$ cat src/cks_pkg.sv
// Shared types and constants for the color key pixel selector.
// No dependencies; used by every module under src.
package cks_pkg;

  localparam int MAX_DIM_DEF = 4096;

  localparam int CH_W    = 8;
  localparam int COORD_W = 12;
  localparam int MODE_W  = 3;
  localparam int KEEP_W  = 16;
  localparam int WIDTH_W = 13;
  localparam int IDX_W   = 3;
  localparam int DATA_W  = 16;

  localparam int COORD_MAX = (1 << COORD_W) - 1;

  typedef enum logic [MODE_W-1:0] {
    MODE_RED   = 3'd0,
    MODE_GREEN = 3'd1,
    MODE_BLUE  = 3'd2,
    MODE_WHITE = 3'd3,
    MODE_BLACK = 3'd4
  } mode_t;

  localparam logic [IDX_W-1:0] REG_COLOR_MODE  = 3'd0;
  localparam logic [IDX_W-1:0] REG_COLOR_THR   = 3'd1;
  localparam logic [IDX_W-1:0] REG_WHITE_THR   = 3'd2;
  localparam logic [IDX_W-1:0] REG_KEEP_EVERY  = 3'd3;
  localparam logic [IDX_W-1:0] REG_IMAGE_WIDTH = 3'd4;

  localparam logic [MODE_W-1:0]  RST_COLOR_MODE  = 3'd0;
  localparam logic [CH_W-1:0]    RST_COLOR_THR   = 8'd200;
  localparam logic [CH_W-1:0]    RST_WHITE_THR   = 8'd25;
  localparam logic [KEEP_W-1:0]  RST_KEEP_EVERY  = 16'd1;
  localparam logic [WIDTH_W-1:0] RST_IMAGE_WIDTH = 13'd640;

  localparam logic [CH_W-1:0] PRIMARY_CEIL = 8'd255;
  localparam int              BLACK_BASE   = 250;

  typedef struct packed {
    logic [MODE_W-1:0]  color_mode;
    logic [CH_W-1:0]    color_thr;
    logic [CH_W-1:0]    white_thr;
    logic [KEEP_W-1:0]  keep_every;
    logic [WIDTH_W-1:0] image_width;
  } cfg_t;

  typedef struct packed {
    logic               emit;
    logic [COORD_W-1:0] x;
    logic [COORD_W-1:0] y;
  } hit_t;

endpackage

$ cat src/cks_cfg_regs.sv
// Configuration register bank with write-side clamping of rate and width.
// Depends on cks_pkg.
module cks_cfg_regs #(
  parameter int MAX_DIM = cks_pkg::MAX_DIM_DEF
) (
  input  logic                        clk,
  input  logic                        rst_n,
  input  logic                        cfg_we,
  input  logic [cks_pkg::IDX_W-1:0]   cfg_index,
  input  logic [cks_pkg::DATA_W-1:0]  cfg_wdata,
  output cks_pkg::cfg_t               cfg
);

  cks_pkg::cfg_t cfg_r, cfg_nxt;
  logic [cks_pkg::WIDTH_W-1:0] width_v;

  always_comb begin
    width_v = cfg_wdata[cks_pkg::WIDTH_W-1:0];
    if (width_v == '0) begin
      width_v = cks_pkg::WIDTH_W'(1);
    end else if (32'(width_v) > 32'(MAX_DIM)) begin
      width_v = cks_pkg::WIDTH_W'(MAX_DIM);
    end
  end

  always_comb begin
    cfg_nxt = cfg_r;
    if (cfg_we) begin
      case (cfg_index)
        cks_pkg::REG_COLOR_MODE:  cfg_nxt.color_mode = cfg_wdata[cks_pkg::MODE_W-1:0];
        cks_pkg::REG_COLOR_THR:   cfg_nxt.color_thr  = cfg_wdata[cks_pkg::CH_W-1:0];
        cks_pkg::REG_WHITE_THR:   cfg_nxt.white_thr  = cfg_wdata[cks_pkg::CH_W-1:0];
        cks_pkg::REG_KEEP_EVERY: begin
          cfg_nxt.keep_every = (cfg_wdata[cks_pkg::KEEP_W-1:0] == '0) ?
                               cks_pkg::KEEP_W'(1) : cfg_wdata[cks_pkg::KEEP_W-1:0];
        end
        cks_pkg::REG_IMAGE_WIDTH: cfg_nxt.image_width = width_v;
        default: ;
      endcase
    end
  end

  always_ff @(posedge clk) begin
    if (!rst_n) begin
      cfg_r.color_mode  <= cks_pkg::RST_COLOR_MODE;
      cfg_r.color_thr   <= cks_pkg::RST_COLOR_THR;
      cfg_r.white_thr   <= cks_pkg::RST_WHITE_THR;
      cfg_r.keep_every  <= cks_pkg::RST_KEEP_EVERY;
      cfg_r.image_width <= cks_pkg::RST_IMAGE_WIDTH;
    end else begin
      cfg_r <= cfg_nxt;
    end
  end

  assign cfg = cfg_r;

endmodule

$ cat src/cks_key_match.sv
// Color key test of one pixel against the selected key.
// Depends on cks_pkg.
module cks_key_match (
  input  cks_pkg::cfg_t              cfg,
  input  logic [cks_pkg::CH_W-1:0]   red,
  input  logic [cks_pkg::CH_W-1:0]   green,
  input  logic [cks_pkg::CH_W-1:0]   blue,
  output logic                       match
);

  logic [cks_pkg::CH_W-1:0] t, w, lo;
  logic signed [cks_pkg::CH_W+1:0] bk;

  always_comb begin
    t  = cfg.color_thr;
    w  = cfg.white_thr;
    lo = cks_pkg::PRIMARY_CEIL - t;
    // black bound goes negative for thresholds above its base
    bk = (cks_pkg::CH_W+2)'(cks_pkg::BLACK_BASE) - $signed({2'b00, t});
    case (cfg.color_mode)
      cks_pkg::MODE_RED:   match = (red >= t) && (green < lo) && (blue < lo);
      cks_pkg::MODE_GREEN: match = (red < lo) && (green >= t) && (blue < lo);
      cks_pkg::MODE_BLUE:  match = (red < lo) && (green < lo) && (blue >= t);
      cks_pkg::MODE_WHITE: match = (red >= w) && (green >= w) && (blue >= w);
      cks_pkg::MODE_BLACK: begin
        match = ($signed({2'b00, red}) < bk) && ($signed({2'b00, green}) < bk) &&
                ($signed({2'b00, blue}) < bk);
      end
      default: match = 1'b0;
    endcase
  end

endmodule

$ cat src/cks_pos_track.sv
// Raster position and match phase tracking; decides which matches are kept.
// Depends on cks_pkg.
module cks_pos_track #(
  parameter int MAX_DIM = cks_pkg::MAX_DIM_DEF
) (
  input  logic          clk,
  input  logic          rst_n,
  input  cks_pkg::cfg_t cfg,
  input  logic          step,
  input  logic          frame_start,
  input  logic          match,
  output cks_pkg::hit_t hit
);

  localparam int ROW_LIM = (MAX_DIM - 1 > cks_pkg::COORD_MAX) ?
                           cks_pkg::COORD_MAX : MAX_DIM - 1;

  logic [cks_pkg::COORD_W-1:0] col_r, col_nxt, row_r, row_nxt;
  logic [cks_pkg::KEEP_W-1:0]  phase_r, phase_nxt;
  logic [cks_pkg::COORD_W-1:0] col_cur, row_cur;
  logic [cks_pkg::KEEP_W-1:0]  phase_cur;
  logic [cks_pkg::COORD_W:0]   col_inc;
  logic [cks_pkg::KEEP_W:0]    phase_inc;

  always_comb begin
    col_cur   = frame_start ? '0 : col_r;
    row_cur   = frame_start ? '0 : row_r;
    phase_cur = frame_start ? '0 : phase_r;

    hit.emit = match && (phase_cur == '0);
    hit.x    = col_cur;
    hit.y    = row_cur;

    phase_inc = {1'b0, phase_cur} + 1'b1;
    phase_nxt = phase_cur;
    if (match) begin
      phase_nxt = (phase_inc >= {1'b0, cfg.keep_every}) ? '0 :
                  phase_inc[cks_pkg::KEEP_W-1:0];
    end

    col_inc = {1'b0, col_cur} + 1'b1;
    row_nxt = row_cur;
    if (col_inc >= cfg.image_width) begin
      col_nxt = '0;
      if (row_cur < cks_pkg::COORD_W'(ROW_LIM)) begin
        row_nxt = row_cur + 1'b1;
      end
    end else begin
      col_nxt = col_inc[cks_pkg::COORD_W-1:0];
    end
  end

  always_ff @(posedge clk) begin
    if (!rst_n) begin
      col_r   <= '0;
      row_r   <= '0;
      phase_r <= '0;
    end else if (step) begin
      col_r   <= col_nxt;
      row_r   <= row_nxt;
      phase_r <= phase_nxt;
    end
  end

endmodule

$ cat src/color_key_pixel_selector.sv
// Top level of the color key pixel selector: input register, key test,
// position tracking and result register. Depends on cks_pkg and all cks_ modules.
//
//   channel | direction | handshake             | payload
//   in      | input     | in_valid / in_ready   | red, green, blue level, frame_start
//   out     | output    | out_valid / out_ready | x_coord, y_coord
//   cfg     | input     | cfg_we                | cfg_index, cfg_wdata
//
// One pixel per cycle sustained while no held result stalls a kept pixel; a
// request reaches the result through the input register and the result register.
// Reset clears the position, phase, valid flags and configuration defaults.
// A held result stalls only a pixel that itself matches and is kept;
// non-kept pixels keep flowing past it.
module color_key_pixel_selector #(
  parameter int MAX_DIM = cks_pkg::MAX_DIM_DEF
) (
  input  logic                         clk,
  input  logic                         rst_n,
  input  logic                         in_valid,
  output logic                         in_ready,
  input  logic [cks_pkg::CH_W-1:0]     in_red_level,
  input  logic [cks_pkg::CH_W-1:0]     in_green_level,
  input  logic [cks_pkg::CH_W-1:0]     in_blue_level,
  input  logic                         in_frame_start,
  output logic                         out_valid,
  input  logic                         out_ready,
  output logic [cks_pkg::COORD_W-1:0]  out_x_coord,
  output logic [cks_pkg::COORD_W-1:0]  out_y_coord,
  input  logic                         cfg_we,
  input  logic [cks_pkg::IDX_W-1:0]    cfg_index,
  input  logic [cks_pkg::DATA_W-1:0]   cfg_wdata
);

  cks_pkg::cfg_t cfg;
  cks_pkg::hit_t hit;

  logic                        pix_valid_r;
  logic [cks_pkg::CH_W-1:0]    red_r, green_r, blue_r;
  logic                        fs_r;
  logic                        match;
  logic                        advance;
  logic                        out_valid_r;
  logic [cks_pkg::COORD_W-1:0] x_r, y_r;

  cks_cfg_regs #(.MAX_DIM(MAX_DIM)) u_cfg (
    .clk       (clk),
    .rst_n     (rst_n),
    .cfg_we    (cfg_we),
    .cfg_index (cfg_index),
    .cfg_wdata (cfg_wdata),
    .cfg       (cfg)
  );

  cks_key_match u_match (
    .cfg   (cfg),
    .red   (red_r),
    .green (green_r),
    .blue  (blue_r),
    .match (match)
  );

  cks_pos_track #(.MAX_DIM(MAX_DIM)) u_track (
    .clk         (clk),
    .rst_n       (rst_n),
    .cfg         (cfg),
    .step        (advance),
    .frame_start (fs_r),
    .match       (match),
    .hit         (hit)
  );

  assign advance  = pix_valid_r && (!hit.emit || !out_valid_r || out_ready);
  assign in_ready = !pix_valid_r || advance;

  always_ff @(posedge clk) begin
    if (!rst_n) begin
      pix_valid_r <= 1'b0;
      out_valid_r <= 1'b0;
    end else begin
      if (in_ready) begin
        pix_valid_r <= in_valid;
      end
      if (advance && hit.emit) begin
        out_valid_r <= 1'b1;
      end else if (out_ready) begin
        out_valid_r <= 1'b0;
      end
    end
  end

  always_ff @(posedge clk) begin
    if (in_valid && in_ready) begin
      red_r   <= in_red_level;
      green_r <= in_green_level;
      blue_r  <= in_blue_level;
      fs_r    <= in_frame_start;
    end
    if (advance && hit.emit) begin
      x_r <= hit.x;
      y_r <= hit.y;
    end
  end

  assign out_valid   = out_valid_r;
  assign out_x_coord = x_r;
  assign out_y_coord = y_r;

endmodule
$ cat config.mk
export PLATFORM = sky130hd
export DESIGN_NAME = color_key_pixel_selector
export DESIGN_NICKNAME = d
export VERILOG_FILES = /design/src/cks_pkg.sv /design/src/cks_cfg_regs.sv /design/src/cks_key_match.sv /design/src/cks_pos_track.sv /design/src/color_key_pixel_selector.sv
export SDC_FILE = /design/constraint.sdc
export NUM_CORES = 1
export LEC_CHECK = 0
export BUFFER_PORTS_ARGS = -buffer_cell sky130_fd_sc_hd__buf_2
export CAP_MARGIN = 10
export CORE_MARGIN = 2
export CORE_UTILIZATION = 60
export DETAILED_ROUTE_END_ITERATION = 10
export PLACE_DENSITY_LB_ADDON = 0.15
export SLEW_MARGIN = 20
export SYNTH_ARGS = -nofsm -noshare
export SYNTH_HDL_FRONTEND = slang
export SYNTH_SLANG_ARGS = --single-unit
$ cat constraint.sdc
create_clock -name clk -period 6 [get_ports clk]
set_input_delay 0 -clock clk [delete_from_list [all_inputs] [get_ports clk]]
set_output_delay 0 -clock clk [all_outputs]
set_load 0.01 [all_outputs]
==> summary.txt <==
Outcome
  – Status: finished, final reports clean

Layout
  – Area growth syn-to-layout: 16.2%
  – Final core utilization: a little over 70%
  – Fin nets: between 1000 and 1500
  – Layout cell share with drive strength beyond 1: a little under an eighth
  – Filler cells: about 1100
  – N_diodes: 0
  – Post-route insts no fill: about 1300

Worst setup path
  – R2R Path End: u_track.phase_r[8]
  – Worst Path Max Fanout: 11
  – Startpoint Class: flop
  – Crit end category: flop
  – R2R Setup Slk: about 1300 ps
  – FF-to-FF Start: fs_r
  – Reg2Reg Depth: 19
  – Kind of critical path: flop to flop
  – Req. time, crit path: 6370 ps
  – WP data arrival: approximately 5100 ps

STA
  – Setup TNS: 0 ps
  – Final Critical Period: about 4700 ps
  – WHS: approximately 31 ps
  – Worst-Margin Slew: 997 ps
  – Final setup fails: 0
  – Max Freq: about 210 MHz
  – Hold Fails Final Rpt: 0
  – Clock Skew: a little over 7 ps
  – Max-slew headroom: about a third
  – RSZ-0062 raised after global routing: false
  – Max Slew Vio Count: 0
  – Final period utilization: roughly four fifths

Yosys
  – Seq cells post-synth: between 100 and 150
  – Post-Synthesis Cells: 1004
  – EDFF count, synth: between 40 and 50
  – Mapped Area: between 0.009 and 0.01 mm²
  – Top-area cell type share of the netlist area: around a fifth
  – Seq/Total Area, Yosys: between 30% and 40%
  – Ys flop type: dfxtp_1
  – Post-Syn Area per Cell: about 9.0 µm²
  – Synth warn: 0
  – Async set or reset register ratio after synthesis: 0%
  – Mapped Nets: between 1000 and 1500
  – Synth cell count leaders: 112 x ha_1, 98 x nand2_1, 90 x dfxtp_1, 72 x nor2_1, 63 x a21oi_1
  – Top cells by area, synth: dfxtp_1 20%, edfxtp_1 16%, ha_1 15%
  – Distinct cells, synth: a little over 80
  – Synth area leader: dfxtp_1
  – Most common cell in the netlist: ha_1

Floorplan
  – Die Area: 0.0161 mm²
  – Initial core utilization: a little over 60%
  – Top Ports: 75
  – Die X: approximately 130 µm
  – Row cnt: 44
  – Placeable Area: 0.0146 mm²
  – Die Ht: between 100 and 150 µm

Min path
  – Min-delay src: cfg_index[0]
  – Type of the most critical hold path: input pin to flop
  – WHS Endpoint: u_cfg.cfg[30]
  – Hold depth: 4

Drt
  – Routed Wire Length: about 23000 µm
  – Number of iterations in the first detailed-routing pass: 4
  – Drt drc: 0
  – Top Metal Used: met4
  – M1 WL: 10800 µm
  – WL met2: slightly above 10000 µm
  – DR WL met3: ~1300 µm
  – Routed Antenna Nets: 0
  – Vias/cell: around 5.9
  – Via count: between 7000 and 8000
  – Wire per inst: approximately 17 µm
  – 1st-iter DRT viols: around 690

Global routing
  – First-pass GRT wire length: 37200 µm
  – Initial antenna violation count: 0
  – Pin count of the biggest net entering global routing: 58
  – GRT Util Overall: roughly 29%
  – Vias in the first global route: approximately 7400
  – GRT overflow: 0

Clock tree
  – Root Driver: clkbuf_16
  – Clock Latency Late Sink: 420 ps
  – H-tree levels: 4
  – CTS buffer count: 17
  – CTS tree: yes
  – Clock sinks: about 140
  – Worst-path clk slew: around 60 ps
  – Setup bufs post-CTS: 0
  – Clock tree buffer depth: 2

Placed design
  – Detailed Place HPWL: 15700 µm
  – Placed Cells: 1228
  – I/O Buffers: 74
  – GP Congestion: around 0.94

Power and ir drop
  – Static Leakage: approximately 4.4 nW
  – Pwr Total: approximately 2.4 mW
  – Worst vdd ir: between 150 and 200 µV
  – Pwr per Cell Area: between 200 and 250 mW/mm²

Job
  – Max_cap viols: 0
## timing repair
item / CTS / global route
hold endpoints to repair: 73 / 0
hold buffers: 43 / 0
resized for setup: 0 / 0
## worst max path at each step
stage / startpoint / to / slack [ps] / cells after the start
global placement: u_cfg.cfg[44] / out_x_coord[11] / 1510 / 8
global route: fs_r / u_track.phase_r[4] / 850 / 19
finish: fs_r / u_track.phase_r[8] / 1290 / 19
floorplan: u_cfg.cfg[39] / blue_r[0] / 1050 / 12
CTS: fs_r / u_track.phase_r[10] / 1360 / 19
detailed placement: fs_r / u_track.phase_r[4] / 1400 / 19
## power breakdown
part / total [mW] / switching, mW / internal [mW]
clock: 1.01 / 0.433 / 0.579
combinational: 0.328 / 0.191 / 0.137
sequential: 1.04 / 0.0381 / 1.00
total: 2.38 / 0.662 / 1.72
## placed cells by master, fill, tap and decap left out, types with 16 or more instances in the layout
cell type,n
nand2_1,98
inv_1,62
nor4_1,19
o21ai_0,36
clkbuf_16,17
nor2b_1,36
dlygate4sd3_1,43
nand2b_1,16
nor3_1,17
nor2_1,72
nand3_1,26
dfxtp_1,90
and3_1,19
buf_2,74
edfxtp_1,49
ha_1,112
nand4_1,17
a21oi_1,63
## layout make-up
type / count / area [µm²] / area share, %
repair buffers: 124 / 853 / 8.11
clock inverters: 14 / 136 / 1.30
inverters: 65 / 244 / 2.32
clock buffers: 18 / 429 / 4.08
well taps: 184 / 230 / 2.19
multi-input cells: 759 / 5360 / 50.9
flip-flops and latches: 139 / 3270 / 31.1
## stage by stage
stage / instance area (µm²) / setup slack, ps
after global routing: 10500 / 852
final: 10500 / 1290
after global placement: 9530 / 1510
after floorplan: 9060 / 1050
after CTS: 10500 / 1360
after detailed placement: 9530 / 1400
## sequential cells by signal (all words and copies together), names as in the netlist
signal and count:
out_y_coord 12, pix_valid_r 1, blue_r 8, u_cfg.cfg 48, u_track.col_r 12, green_r 8
u_track.phase_r 16, out_valid 1, out_x_coord 12, u_track.row_r 12, red_r 8, fs_r 1
## worst max-delay path: stages, from the launching register on
cell and delay [ps]:
edfxtp_1 400, inv_2 180, nand2_1 120, inv_1 110, ha_1 230, and3_1 210, and4_1 320, nand3_1 170
nor2_1 240, and3_1 230, xnor2_1 120, nor2_1 80, ha_1 320, a21o_1 160, a21oi_1 130, o21ai_0 150
a31o_2 310, nor2_1 520, and4_1 460, a32o_1 170
## per-layer routing
metal	global-route usage [%]	up-vias
met2	44.2	246
li1	-	3868
met4	9.24	0
met3	5.31	32
met5	0	-
met1	41.2	3595
## cell families (layout without fill, tap and decap cells)
group                    after synthesis  in the layout  share of synthesized area, %
AND/OR/NAND/NOR                      353            353                          19.5
flip-flops                           139            139                          36.1
AO/OA/AOI/OAI                        246            246                          19.0
multiplexers                          14             14                          1.55
buffers and inverters                106            221                          4.83
adder cells (fa/ha/maj)              114            114                          15.7
XOR/XNOR                              32             32                          3.34
(Power assumes the default switching activity.)
